--- src/hdl/nrf_pkg.sv ---
`default_nettype none
package nrf_pkg;

  localparam int MaxFragmentLimitDefault = 4096;
  localparam int QueueDepth = 4;

  localparam logic [7:0] DollarByte  = 8'h24;
  localparam logic [7:0] RtpVerByte  = 8'h80;
  localparam logic [4:0] FuAType     = 5'd28;
  localparam logic [5:0] FuH265Type  = 6'd49;
  localparam logic [4:0] RtpHdrWords = 5'd16;
  localparam logic [15:0] RtpHdrLen  = 16'd12;

  // register indexes
  localparam logic [2:0] RegCodec   = 3'd0;
  localparam logic [2:0] RegPt      = 3'd1;
  localparam logic [2:0] RegSsrc    = 3'd2;
  localparam logic [2:0] RegChannel = 3'd3;
  localparam logic [2:0] RegMaxFrag = 3'd4;

  typedef enum logic [2:0] {
    PH_IDLE, PH_START, PH_NAL, PH_PAYLOAD, PH_DROP
  } phase_t;

  typedef struct packed {
    logic        codec_mode;
    logic [6:0]  payload_type;
    logic [31:0] stream_ssrc;
    logic [7:0]  interleave_channel;
    logic [12:0] max_fragment;
  } cfg_t;

  // one accepted byte's work for the back end
  typedef struct packed {
    logic        err;
    logic        hdr;
    logic [7:0]  data_byte;
    logic [15:0] size;
    logic        marker;
    logic        pend;
    logic        fend;
    logic [15:0] seq;
    logic [31:0] ts;
    logic [1:0]  hb;
    logic [7:0]  h0;
    logic [7:0]  h1;
    logic [7:0]  h2;
  } job_t;

endpackage
`default_nettype wire

--- src/hdl/nrf_front.sv ---
`default_nettype none
module nrf_front #(
  parameter int MAX_FRAGMENT_LIMIT = nrf_pkg::MaxFragmentLimitDefault
) (
  input  wire logic          clk,
  input  wire logic          rst,
  input  wire logic          take,
  input  wire logic [7:0]    data_byte,
  input  wire logic          frame_start,
  input  wire logic [21:0]   frame_length,
  input  wire logic [31:0]   frame_timestamp,
  input  wire nrf_pkg::cfg_t cfg,
  output logic               push,
  output nrf_pkg::job_t      job
);
  localparam int FW = $clog2(MAX_FRAGMENT_LIMIT + 1);

  nrf_pkg::phase_t phase, phase_next;
  logic [15:0] seq, seq_next;
  logic [21:0] bpos, bpos_next, rem, rem_next, lat_len, lat_len_next;
  logic [FW-1:0] fill, fill_next, lat_frag, lat_frag_next;
  logic [15:0] nal, nal_next;
  logic [31:0] ts, ts_next;
  logic lat_codec, lat_codec_next, frag, frag_next;

  logic [FW-1:0] clamp_frag, fill_inc;
  logic [21:0] hl, rem_dec;
  logic first, last, hdr_now;
  logic [21:0] pkt;

  always_ff @(posedge clk) begin
    if (rst) begin
      phase <= nrf_pkg::PH_IDLE;
      seq <= '0; bpos <= '0; rem <= '0; lat_len <= '0;
      fill <= '0; lat_frag <= '0; nal <= '0; ts <= '0;
      lat_codec <= 1'b0; frag <= 1'b0;
    end else if (take) begin
      phase <= phase_next;
      seq <= seq_next; bpos <= bpos_next; rem <= rem_next; lat_len <= lat_len_next;
      fill <= fill_next; lat_frag <= lat_frag_next; nal <= nal_next; ts <= ts_next;
      lat_codec <= lat_codec_next; frag <= frag_next;
    end
  end

  always_comb begin
    if ({19'd0, cfg.max_fragment} < 32'd16) clamp_frag = FW'(16);
    else if ({19'd0, cfg.max_fragment} > 32'(MAX_FRAGMENT_LIMIT))
      clamp_frag = FW'(MAX_FRAGMENT_LIMIT);
    else clamp_frag = FW'(cfg.max_fragment);
  end

  always_comb begin
    phase_next = phase;
    seq_next = seq; bpos_next = bpos; rem_next = rem; lat_len_next = lat_len;
    fill_next = fill; lat_frag_next = lat_frag; nal_next = nal; ts_next = ts;
    lat_codec_next = lat_codec; frag_next = frag;
    push = 1'b0;
    job = '0;
    hl = lat_codec ? 22'd6 : 22'd5;
    first = bpos == hl;
    last = {{(22 > FW ? 22 - FW : 0){1'b0}}, lat_frag} >= rem;
    pkt = last ? rem : 22'(lat_frag);
    hdr_now = fill == '0;
    fill_inc = fill + FW'(1);
    rem_dec = rem - 22'd1;

    if (frame_start) begin
      lat_codec_next = cfg.codec_mode;
      lat_frag_next = clamp_frag;
      lat_len_next = frame_length;
      ts_next = frame_timestamp;
      nal_next = '0; fill_next = '0; rem_next = '0; bpos_next = '0;
      if (frame_length <= (cfg.codec_mode ? 22'd6 : 22'd5) || data_byte != 8'h00) begin
        push = 1'b1; job.err = 1'b1; phase_next = nrf_pkg::PH_DROP;
      end else begin
        phase_next = nrf_pkg::PH_START; bpos_next = 22'd1;
      end
    end else begin
      unique case (phase)
        nrf_pkg::PH_START: begin
          if (data_byte != ((bpos == 22'd3) ? 8'h01 : 8'h00)) begin
            push = 1'b1; job.err = 1'b1; phase_next = nrf_pkg::PH_DROP;
          end else begin
            bpos_next = bpos + 22'd1;
            if (bpos_next >= 22'd4) phase_next = nrf_pkg::PH_NAL;
          end
        end
        nrf_pkg::PH_NAL: begin
          if (!lat_codec) begin
            if (data_byte == 8'h67 || data_byte == 8'h68 || data_byte == 8'h06 ||
                data_byte == 8'h65 || data_byte == 8'h61) begin
              nal_next = {8'h00, data_byte};
              bpos_next = bpos + 22'd1;
              rem_next = lat_len - 22'd5;
              frag_next = rem_next > 22'(lat_frag);
              fill_next = '0;
              phase_next = nrf_pkg::PH_PAYLOAD;
            end else begin
              push = 1'b1; job.err = 1'b1; phase_next = nrf_pkg::PH_DROP;
            end
          end else if (bpos == 22'd4) begin
            if (data_byte == 8'h40 || data_byte == 8'h42 || data_byte == 8'h44 ||
                data_byte == 8'h4e || data_byte == 8'h26 || data_byte == 8'h02) begin
              nal_next = {data_byte, 8'h00};
              bpos_next = bpos + 22'd1;
            end else begin
              push = 1'b1; job.err = 1'b1; phase_next = nrf_pkg::PH_DROP;
            end
          end else begin
            if (data_byte == 8'h01) begin
              nal_next = nal | 16'h0001;
              bpos_next = bpos + 22'd1;
              rem_next = lat_len - 22'd6;
              frag_next = rem_next > 22'(lat_frag);
              fill_next = '0;
              phase_next = nrf_pkg::PH_PAYLOAD;
            end else begin
              push = 1'b1; job.err = 1'b1; phase_next = nrf_pkg::PH_DROP;
            end
          end
        end
        nrf_pkg::PH_PAYLOAD: begin
          push = 1'b1;
          job.hdr = hdr_now;
          job.data_byte = data_byte;
          job.marker = last;
          job.seq = seq;
          job.ts = ts;
          if (!lat_codec) begin
            if (!frag) begin
              job.hb = 2'd1; job.h0 = nal[7:0];
            end else begin
              job.hb = 2'd2;
              job.h0 = {nal[7:5], nrf_pkg::FuAType};
              job.h1 = {first, last, 1'b0, nal[4:0]};
            end
          end else begin
            if (!frag) begin
              job.hb = 2'd2; job.h0 = nal[15:8]; job.h1 = nal[7:0];
            end else begin
              job.hb = 2'd3;
              job.h0 = {nal[15], nrf_pkg::FuH265Type, nal[8]};
              job.h1 = nal[7:0];
              job.h2 = {first, last, nal[14:9]};
            end
          end
          job.size = nrf_pkg::RtpHdrLen + {14'd0, job.hb} + pkt[15:0];
          if (hdr_now) seq_next = seq + 16'd1;
          rem_next = rem_dec;
          job.fend = rem_dec == '0;
          job.pend = job.fend || fill_inc >= lat_frag;
          fill_next = job.pend ? '0 : fill_inc;
          bpos_next = bpos + 22'd1;
          if (job.fend) phase_next = nrf_pkg::PH_IDLE;
        end
        nrf_pkg::PH_IDLE, nrf_pkg::PH_DROP: ;
        default: ;
      endcase
    end
  end
endmodule
`default_nettype wire

--- src/hdl/nrf_queue.sv ---
`default_nettype none
module nrf_queue (
  input  wire logic          clk,
  input  wire logic          rst,
  input  wire logic          push,
  input  wire nrf_pkg::job_t wr_job,
  input  wire logic          pop,
  output logic               full,
  output logic               empty,
  output nrf_pkg::job_t      rd_job
);
  localparam int AW = $clog2(nrf_pkg::QueueDepth);

  nrf_pkg::job_t slots [nrf_pkg::QueueDepth];
  logic [AW-1:0] wp, rp;
  logic [AW:0] count;

  assign full = count == (AW+1)'(nrf_pkg::QueueDepth);
  assign empty = count == '0;
  assign rd_job = slots[rp];

  always_ff @(posedge clk) begin
    if (push && !full) slots[wp] <= wr_job;
  end

  always_ff @(posedge clk) begin
    if (rst) begin
      wp <= '0; rp <= '0; count <= '0;
    end else begin
      if (push && !full) wp <= wp + AW'(1);
      if (pop && !empty) rp <= rp + AW'(1);
      count <= count + (AW+1)'(push && !full) - (AW+1)'(pop && !empty);
    end
  end
endmodule
`default_nettype wire

--- src/hdl/nrf_back.sv ---
`default_nettype none
module nrf_back (
  input  wire logic          clk,
  input  wire logic          rst,
  input  wire logic          have,
  input  wire nrf_pkg::job_t job,
  input  wire nrf_pkg::cfg_t cfg,
  input  wire logic          out_ready,
  output logic               pop,
  output logic [7:0]         out_byte,
  output logic [3:0]         out_flags,
  output logic               out_last
);
  logic [4:0] idx;
  logic [4:0] last_idx;
  logic [4:0] hidx;
  logic word_last;

  assign last_idx = (job.hdr && !job.err) ? nrf_pkg::RtpHdrWords + {3'd0, job.hb} : 5'd0;
  assign word_last = idx == last_idx;
  assign pop = have && out_ready && word_last;
  assign out_last = word_last;
  assign hidx = idx - nrf_pkg::RtpHdrWords;

  always_ff @(posedge clk) begin
    if (rst) idx <= '0;
    else if (have && out_ready) idx <= word_last ? 5'd0 : idx + 5'd1;
  end

  // flags: {frame_error, frame_last, packet_last, packet_first}
  always_comb begin
    out_byte = 8'h00;
    out_flags = 4'b0000;
    if (job.err) begin
      out_flags = 4'b1000;
    end else if (word_last) begin
      out_byte = job.data_byte;
      out_flags = {1'b0, job.fend, job.pend, 1'b0};
    end else begin
      unique case (idx)
        5'd0: begin
          out_byte = nrf_pkg::DollarByte; out_flags = 4'b0001;
        end
        5'd1: out_byte = cfg.interleave_channel;
        5'd2: out_byte = job.size[15:8];
        5'd3: out_byte = job.size[7:0];
        5'd4: out_byte = nrf_pkg::RtpVerByte;
        5'd5: out_byte = {job.marker, cfg.payload_type};
        5'd6: out_byte = job.seq[15:8];
        5'd7: out_byte = job.seq[7:0];
        5'd8: out_byte = job.ts[31:24];
        5'd9: out_byte = job.ts[23:16];
        5'd10: out_byte = job.ts[15:8];
        5'd11: out_byte = job.ts[7:0];
        5'd12: out_byte = cfg.stream_ssrc[31:24];
        5'd13: out_byte = cfg.stream_ssrc[23:16];
        5'd14: out_byte = cfg.stream_ssrc[15:8];
        5'd15: out_byte = cfg.stream_ssrc[7:0];
        default: begin
          if (hidx == 5'd0) out_byte = job.h0;
          else if (hidx == 5'd1) out_byte = job.h1;
          else out_byte = job.h2;
        end
      endcase
    end
  end
endmodule
`default_nettype wire

--- src/hdl/nal_rtp_fragmenter_core.sv ---
`default_nettype none
// Channel  | Group                   | Contents
// input    | s_tvalid/s_tready       | tdata: data_byte, frame_length, timestamp; tuser: frame_start
// output   | m_tvalid/m_tready       | tdata: out_byte; tuser: pkt first/last, frame last, error
// config   | APB psel/penable/pwrite | codec, payload type, SSRC, channel, max fragment
//
// One input word is taken per cycle while the job queue has room.
// Each payload byte that opens a packet expands to 18-20 output words
// (interleave + RTP + NAL/FU headers, then the byte); the back end sends one
// word per cycle while m_tready is high; output words, not input bytes, set long-run rate.
// The four-entry job queue lets the front keep parsing while the back stalls.
// Reset (rst, synchronous) empties the queue and returns parsing to idle.
module nal_rtp_fragmenter_core #(
  parameter int MAX_FRAGMENT_LIMIT = nrf_pkg::MaxFragmentLimitDefault
) (
  input  wire logic        clk,
  input  wire logic        rst,
  input  wire logic        s_tvalid,
  output logic             s_tready,
  input  wire logic [63:0] s_tdata,  // [7:0] data_byte, [29:8] frame_length, [61:30] timestamp
  input  wire logic [0:0]  s_tuser,  // [0] frame_start
  output logic             m_tvalid,
  input  wire logic        m_tready,
  output logic [7:0]       m_tdata,  // [7:0] out_byte
  output logic [3:0]       m_tuser,  // [0] pkt first, [1] pkt last, [2] frame last, [3] error
  output logic             m_tlast,
  input  wire logic        psel,
  input  wire logic        penable,
  input  wire logic        pwrite,
  input  wire logic [4:0]  paddr,
  input  wire logic [31:0] pwdata,
  output logic [31:0]      prdata,
  output logic             pready
);
  nrf_pkg::cfg_t cfg;
  nrf_pkg::job_t wr_job, rd_job;
  logic push, full, empty, pop, take;

  assign pready = 1'b1;
  assign s_tready = !full;
  assign take = s_tvalid && s_tready;

  // config registers, word at byte address 4*index
  always_ff @(posedge clk) begin
    if (rst) begin
      cfg.codec_mode <= 1'b0;
      cfg.payload_type <= 7'd96;
      cfg.stream_ssrc <= 32'd10;
      cfg.interleave_channel <= 8'd0;
      cfg.max_fragment <= 13'd1400;
    end else if (psel && penable && pwrite) begin
      unique case (paddr[4:2])
        nrf_pkg::RegCodec:   cfg.codec_mode <= pwdata[0];
        nrf_pkg::RegPt:      cfg.payload_type <= pwdata[6:0];
        nrf_pkg::RegSsrc:    cfg.stream_ssrc <= pwdata;
        nrf_pkg::RegChannel: cfg.interleave_channel <= pwdata[7:0];
        nrf_pkg::RegMaxFrag: cfg.max_fragment <= pwdata[12:0];
        default: ;
      endcase
    end
  end

  always_comb begin
    unique case (paddr[4:2])
      nrf_pkg::RegCodec:   prdata = {31'd0, cfg.codec_mode};
      nrf_pkg::RegPt:      prdata = {25'd0, cfg.payload_type};
      nrf_pkg::RegSsrc:    prdata = cfg.stream_ssrc;
      nrf_pkg::RegChannel: prdata = {24'd0, cfg.interleave_channel};
      nrf_pkg::RegMaxFrag: prdata = {19'd0, cfg.max_fragment};
      default:             prdata = 32'd0;
    endcase
  end

  nrf_front #(.MAX_FRAGMENT_LIMIT(MAX_FRAGMENT_LIMIT)) u_front (
    .clk, .rst, .take,
    .data_byte(s_tdata[7:0]),
    .frame_start(s_tuser[0]),
    .frame_length(s_tdata[29:8]),
    .frame_timestamp(s_tdata[61:30]),
    .cfg,
    .push,
    .job(wr_job)
  );

  nrf_queue u_queue (
    .clk, .rst,
    .push(push && take),
    .wr_job,
    .pop,
    .full, .empty,
    .rd_job
  );

  assign m_tvalid = !empty;

  nrf_back u_back (
    .clk, .rst,
    .have(!empty),
    .job(rd_job),
    .cfg,
    .out_ready(m_tready),
    .pop,
    .out_byte(m_tdata),
    .out_flags(m_tuser),
    .out_last(m_tlast)
  );

  a_err_word: assert property (@(posedge clk) disable iff (rst)
    m_tvalid && m_tuser[3] |-> m_tdata == 8'h00 && m_tlast)
    else $error("error word carries data or is not last");
  a_first_not_last: assert property (@(posedge clk) disable iff (rst)
    m_tvalid && m_tuser[0] |-> !m_tlast && !m_tuser[1])
    else $error("packet start word closes its run");
  a_frame_end_pkt_end: assert property (@(posedge clk) disable iff (rst)
    m_tvalid && m_tuser[2] |-> m_tuser[1] && m_tlast)
    else $error("frame end without packet end");
  a_reset_quiet: assert property (@(posedge clk)
    $past(rst) && !rst |-> !m_tvalid && s_tready)
    else $error("queue not empty after reset");

endmodule
`default_nettype wire

--- config.mk ---
export PLATFORM = sky130hd
export DESIGN_NAME = nal_rtp_fragmenter_core
export DESIGN_NICKNAME = d
export VERILOG_FILES = /design/src/hdl/nrf_pkg.sv /design/src/hdl/nrf_front.sv /design/src/hdl/nrf_queue.sv /design/src/hdl/nrf_back.sv /design/src/hdl/nal_rtp_fragmenter_core.sv
export SDC_FILE = /design/constraint.sdc
export NUM_CORES = 1
export LEC_CHECK = 0
export BUFFER_PORTS_ARGS = -buffer_cell sky130_fd_sc_hd__clkbuf_2
export CORE_MARGIN = 2
export CORE_UTILIZATION = 40
export CTS_CLUSTER_SIZE = 14
export DETAILED_ROUTE_END_ITERATION = 6
export SYNTH_ARGS = -nofsm -noshare
export SYNTH_HDL_FRONTEND = slang
export SYNTH_HIERARCHICAL = 1
export SYNTH_SLANG_ARGS = --single-unit
--- constraint.sdc ---
create_clock -name clk -period 6.85 [get_ports clk]
set_input_delay 0 -clock clk [delete_from_list [all_inputs] [get_ports clk]]
set_output_delay 0 -clock clk [all_outputs]
set_load 0.1 [all_outputs]
==> results of run 1 <==
==> cell usage in the layout (no fill, tap or decap), drive strengths merged, types with 50 or more instances in the layout <==
| cell type | synthesis | final |
|---|---|---|
| inv | 71 | 76 |
| nand2 | 255 | 255 |
| ha | 78 | 78 |
| clkbuf | 128 | 242 |
| nor4 | 50 | 50 |
| and2 | 113 | 113 |
| nand2b | 100 | 100 |
| nor3 | 69 | 69 |
| dfxtp | 236 | 236 |
| mux2i | 91 | 91 |
| edfxtp | 412 | 412 |
| a21oi | 163 | 163 |
| dlygate4sd3 | 0 | 146 |
| nand3 | 65 | 65 |
| mux4 | 105 | 105 |
| o21ai | 103 | 103 |
| nor2 | 183 | 183 |
==> stage by stage <==
step / power [mW] / area, um2 / hold slack, ps
2_1_floorplan: 6.15 / 32000 / 130
3_3_place_gp: 6.72 / 33500 / 224
3_5_place_dp: 6.76 / 33500 / 231
4_1_cts: 10.6 / 37300 / 27.9
5_1_grt: 11.0 / 37300 / 80.0
6_report: 10.5 / 37300 / 72.7
==> where the power goes <==
group          internal [mW]  switching [mW]
clock network           2.15            1.64
logic                  0.756            1.56
registers               4.31           0.121
total                   7.22            3.32
==> how the worst max path moves through the flow <==
stage	endpoint	slack, ps
after floorplan	u_queue/slots[0][0]$_DFFE_PP_	1160
after global placement	u_queue/slots[0][90]$_DFFE_PP_	2000
after detailed placement	u_queue/slots[3][90]$_DFFE_PP_	1820
after CTS	u_queue/slots[0][90]$_DFFE_PP_	1800
after global routing	u_queue/slots[0][90]$_DFFE_PP_	1320
final	u_queue/slots[0][90]$_DFFE_PP_	1720
==> synth_stat cells, types with 30 or more instances <==
library cell / count
and3_1: 30
o21ai_0: 102
xor2_1: 36
nor2b_1: 37
and2_1: 111
mux4_2: 105
nand3_1: 65
nor4_1: 50
edfxtp_1: 412
nand2_1: 255
xnor2_1: 42
nand2b_1: 100
a22oi_1: 47
clkbuf_1: 126
ha_1: 78
a21oi_1: 163
nor2_1: 182
nor3_1: 68
dfxtp_1: 236
mux2i_1: 91
nand4_1: 39
inv_1: 71
==> worst max-delay path, delay by kind of cell (launching register included) <==
family | cells | cell delay (ps)
muxes | 1 | 240
buffers and inverters | 2 | 280
and+or+nand+nor | 3 | 1000
AOI/OAI and AO/OA | 6 | 2120
adders and majority gates | 2 | 560
DFF | 1 | 590
==> cell type report <==
cell class / count / area, um2
clock buffer: 92 / 1930
sequential: 648 / 17100
fill: 7100 / 41800
multi-input combinational: 1885 / 13700
inverter: 74 / 278
timing repair buffer: 326 / 2520
tap: 1050 / 1310
clock inverter: 43 / 422
antenna: 1 / 2.50
==> what timing repair did <==
action,4_1_cts,5_1_grt
endpoints found under the hold margin,161,0
buffers inserted,0,0
gates resized for setup,0,0
hold buffers,146,0
==> registers in the layout, summed over array words and instances (netlist names), named ones only <==
signal and flops:
u_queue/wp 2, cfg 61, u_front/frag 1, u_queue/count 3, u_front/phase 3, u_front/nal 16, u_front/ts 32, u_front/seq 16
u_front/rem 22, u_front/bpos 22, u_queue/slots 412, u_front/lat_frag 13, u_front/fill 13, u_back/idx 5, u_queue/rp 2, u_front/lat_codec 1
u_front/lat_len 22
==> metal layers <==
layer | up-vias | wire [um]
met2 | 746 | 42900
li1 | 10800 | -
met5 | - | 0
met1 | 11500 | 40100
met4 | 0 | 2130
met3 | 120 | 4940
==> cell families (layout without fill, tap and decap cells) <==
| logic type | count (synthesis) | after routing | synth area share |
|---|---|---|---|
| flops | 648 | 648 | 0.534 |
| fa+ha+maj | 80 | 80 | 0.0317 |
| buf+inv | 261 | 535 | 0.0393 |
| mux | 223 | 223 | 0.112 |
| xor+xnor | 78 | 78 | 0.0213 |
| other cells | 2 | 4 | 0.000234 |
| simple gates | 1014 | 1014 | 0.163 |
| compound gates | 487 | 487 | 0.0987 |
==> metrics.cfg, run 1 <==
[outcome]
status=finished clean

[logic_synthesis]
synth_edf_count=412
syn_area_um2=32000
yosys-top-cells-area=edfxtp_1, dfxtp_1, mux4_2
yosysWarnings=6
yosys.cell_types.count=89
ys.flop_type=edfxtp_1
synthCells=2793
syn_area_per_cell_um2=11.5
yosysSeqAreaShare=0.534
yosysTopAreaCellShare=0.386
yosysTopAreaCell=edfxtp_1
synth-seq-cells=648
postSynth.asyncResetShare=0

[floorplanning]
die_h_um=287
io_pins=157
core_area_um2=79100
rows=103
die_w_um=287
initial_core_util=0.405
dieArea_um2=82400

[sta]
fin_ws_ps=1720
setup_violations=0
max-slew-margin-rel=0.0953
worstMarginPinSlew_ps=1350
finalSetupTns_ps=0
skew_ps=27.3
finalHoldViolCount=0
maxSlewViolCount=0
fin_crit_ps=5130
period_share=0.749
rsz0062_at_grt=false
max_freq_mhz=195

[routing]
routed_wl_um=90100
dr_total_vias=23200
first_pass_iters=7
final_antenna_net_count=0
wire_per_inst_um=21.9
drc=0
viasPerCell=5.62
drt_iter0_markers=1962

[place]
place_inst=3837
dp_hpwl_um=60100
port_buffers=151
gp_congestion=0.908
dpl_worst_slack_ps=1820

[layout]
fin_cells=4119
fin_nets=3197
fin_util=0.471
drive_gt1_frac=0.150
area_delta_synth_final_pct=16.4

[hold_path]
hold_class=input pin to register
holdPathEnd=u_front/rem[18]$_SDFFE_PP0P_
min_from=s_tvalid
min_path_cells=6

[global_route]
use_met1=0.297
antenna_found_initial=1
grt_pass1_wl_um=138000
grt_pass1_vias=23100
busiest_layer=met2
grt_max_degree=129
grt_use_met2=0.360
grt-ovfl-total=0
grt.met3_usage=0.0273
grtUsageTotal=0.217

[power]
power-per-cell-area_nw_per_um2=283
cellLeakagePower_nw=13.3
vdd_drop_max_mv=0.210

[clock_network]
clockBufferDepth=3
cts_tree=done
clk_root_buffer_cell=clkbuf_16
clkSinkCount=648
htreeDepth=3
cts_buffers=73
clkLatencyLatePin_ps=630
clkTransAtPathRegs_ps=60

[critical_path]
cp_slowest_cell=a221oi_1
crit_start=u_front/rem[4]$_SDFFE_PP0P_
cp_common_cell=a21oi_1
path_class=register to register
cp_max_fo=11
reg2reg_to=u_queue/slots[0][90]$_DFFE_PP_
critical-path-max-stage-delay_ps=900
start_kind=register
r2r_cells=14
cp-end-kind=register
reg2reg_setup_slack_ps=1720
rr_startpoint=u_front/rem[4]$_SDFFE_PP0P_
crit_chain=inv_1 > ha_1 > a2111oi_0 > o21ai_0 > a221oi_1 > nor2_1 > a21oi_1 > inv_1 > ha_1 > a21oi_1 > a21oi_1 > mux2_2 > nand2_1 > nor4_1
cp.arrival_ps=5430
cp_data_required_time_ps=7150

[run]
drv_cap=0

(Power assumes the default switching activity.)
==> inputs of run 2 (changes only) <==
==> constraint.sdc (replaced) <==
create_clock -name clk -period 5.2 [get_ports clk]
set_input_delay 0 -clock clk [delete_from_list [all_inputs] [get_ports clk]]
set_output_delay 0 -clock clk [all_outputs]
set_load 0.1 [all_outputs]
==> run 2 against run 1 <==
Compared with the run above:
- combinational power increased by 33%
- register-to-register slack got worse by 1100 ps
- via count grew 0.36%
- clock power increased by 37%
- critical endpoint is now u_queue/slots[3][86]$_DFFE_PP_
- non-clock buffer count increased by 3
- largest power group unchanged
- sequential cell count unchanged
==> metrics.cfg, run 2 (synthesis results as in run 1) <==
[critical_path]
crit_chain=inv_1 > ha_1 > a2111oi_0 > o21ai_0 > a221oi_1 > buf_4 > nor2_1 > a21oi_1 > inv_1 > ha_1 > a21oi_1 > a21oi_1 > mux2_2 > nand3_1 > nor3b_1
crit_cells=15  ; +1
start_kind=register
cp_slowest_cell=dfxtp_1
path_class=register to register
crit_start=u_front/rem[4]$_SDFFE_PP0P_
cp.arrival_ps=4900  ; -530 ps
cp_common_cell=a21oi_1
cp-end-kind=register
r2r_cells=15  ; +1
cp_data_required_time_ps=5550  ; -1600 ps
cp_top_family=compound AO/OA/AOI/OAI gates
critPathBufInv=3  ; +1
cp_max_fo=11  ; unchanged
critical-path-max-stage-delay_ps=560  ; -340 ps
rr_startpoint=u_front/rem[4]$_SDFFE_PP0P_

[place]
dpl_worst_slack_ps=776  ; -1040 ps
dp_hpwl_um=62300  ; +3.7%
port_buffers=151  ; unchanged
gp_congestion=0.932  ; +2.6%

[routing]
first_pass_iters=6  ; -1
dr_total_vias=23200  ; +0.36%
routed_wl_um=90300  ; +0.25%
wire_per_inst_um=21.9  ; +0.15%
drc=0  ; unchanged
viasPerCell=5.64  ; +0.27%
drt_iter0_markers=1853  ; -5.6%
final_antenna_net_count=0  ; unchanged

[clock_network]
cts_resized=0  ; unchanged
clk_root_buffer_cell=clkbuf_16
clkLatencyLatePin_ps=640  ; about the same
clkSinkCount=648  ; unchanged
clockBufferDepth=3  ; unchanged
htreeDepth=3  ; unchanged
clkTransAtPathRegs_ps=60  ; about the same
cts_tree=done
post-cts-setup-buffers=0  ; unchanged
cts_hold_buf=131  ; -10%
cts_buffers=74  ; +1.4%

[sta]
finalSetupTns_ps=0  ; unchanged
maxSlewViolCount=0  ; unchanged
skew_ps=40.1  ; +12.8 ps
fin_crit_ps=4540  ; -588 ps
worstMarginPinSlew_ps=1090  ; -261 ps
fin_ws_ps=656  ; -1060 ps
rsz0062_at_grt=false
max_freq_mhz=220  ; +13%
max-slew-margin-rel=0.267  ; +0.172
finalHoldViolCount=0  ; unchanged
setup_violations=0  ; unchanged
period_share=0.874  ; +0.125

[global_route]
busiest_layer=met2
grt.met3_usage=0.0273  ; unchanged
grt_use_met2=0.364  ; +0.00361
grt-ovfl-total=0  ; unchanged
antenna_found_initial=1  ; unchanged
grt_pass1_wl_um=138000  ; -0.36%
grtUsageTotal=0.217  ; +0.000271
grt_max_degree=119  ; -7.8%
use_met1=0.292  ; -0.00455
grt_pass1_vias=23100  ; -0.21%

[run]
drv_cap=0  ; unchanged

[floorplanning]
die_h_um=287  ; unchanged
dieArea_um2=82400  ; unchanged
core_area_um2=79100  ; unchanged
initial_core_util=0.405  ; unchanged
die_w_um=287  ; unchanged
io_pins=157  ; unchanged
rows=103  ; unchanged

[layout]
drive_gt1_frac=0.156  ; +0.00529
layout_common_cells=edfxtp_1, nand2_1, dfxtp_1, nor2_1, a21oi_1
reg_top3=u_queue/slots x412, cfg x61, u_front/ts x32
layout_commonest_cell=edfxtp_1
n_antenna_cell=0  ; -1
largest_register_ffs=412  ; unchanged
area_delta_synth_final_pct=16.8
largest_register=u_queue/slots
fin_nets=3201  ; +0.13%

[outcome]
status=finished clean

[hold_path]
min_from=s_tvalid
min_path_cells=6  ; unchanged
hold_class=input pin to register

[power]
cellLeakagePower_nw=13.4  ; +0.49%
power-per-cell-area_nw_per_um2=377  ; +33%
vdd_drop_max_mv=0.244  ; +16%

==> run 2: changes by cell type in the layout (fill, tap and decap cells not counted), moves of 2 or more <==
| cell | previous run | this run |
|---|---|---|
| clkbuf_1 | 16 | 20 |
| bufinv_16 | 3 | 5 |
| buf_4 | 23 | 39 |
| buf_12 | 6 | 8 |
| dlygate4sd3_1 | 146 | 131 |
| clkinvlp_4 | 2 | 4 |
| inv_6 | 3 | 1 |
| clkinv_1 | 18 | 16 |
| clkbuf_8 | 3 | 5 |
| clkinv_2 | 12 | 8 |
==> run 2: path summary, 6_finish.rpt <==
kind                               endpoint  slack [ps]
max          u_queue/slots[3][86]$_DFFE_PP_         660
min            u_front/rem[20]$_SDFFE_PP0P_         110
max reg2reg  u_queue/slots[3][86]$_DFFE_PP_         660
min reg2reg     u_front/ts[26]$_SDFFE_PP0P_         450
==> run 2: area by class of cell <==
type,instances,area (um2)
clock buffers,99,2000
clock inverters,38,454
fillers,7080,41700
inverters,74,278
multi-input cells,1885,13700
flip-flops and latches,648,17100
well taps,1050,1310
repair buffers,329,2530
==> run 2: where the power goes <==
group	internal, mW	switching (mW)
Combinational	1.01	2.05
Clock	3.00	2.19
Sequential	5.68	0.157
==> run 2: stage by stage <==
stage          hold WS [ps]  cell area (um2)  cells  power, mW   util
6_report                108            37400   4123       14.1  0.473
3_5_place_dp            232            33600   3855       8.93  0.425
5_1_grt                95.7            37400   4123       14.6  0.473
3_3_place_gp            227            33600   3855       8.88  0.425
2_1_floorplan           130            32000   2794       8.09      -
4_1_cts                72.3            37400   4123       14.2  0.473
==> run 2: worst min-delay path: stages <==
cell and delay [ps]:
clkbuf_2 80, nor2b_1 120, buf_4 190, nand3_1 90
nand3_1 70, a21oi_1 120
==> run 2: layer usage <==
| metal | part of all wire | up-vias |
|---|---|---|
| li1 | - | 10800 |
| met1 | 0.44 | 11500 |
| met2 | 0.48 | 747 |
| met3 | 0.048 | 155 |
| met4 | 0.029 | 0 |
| met5 | 0 | - |
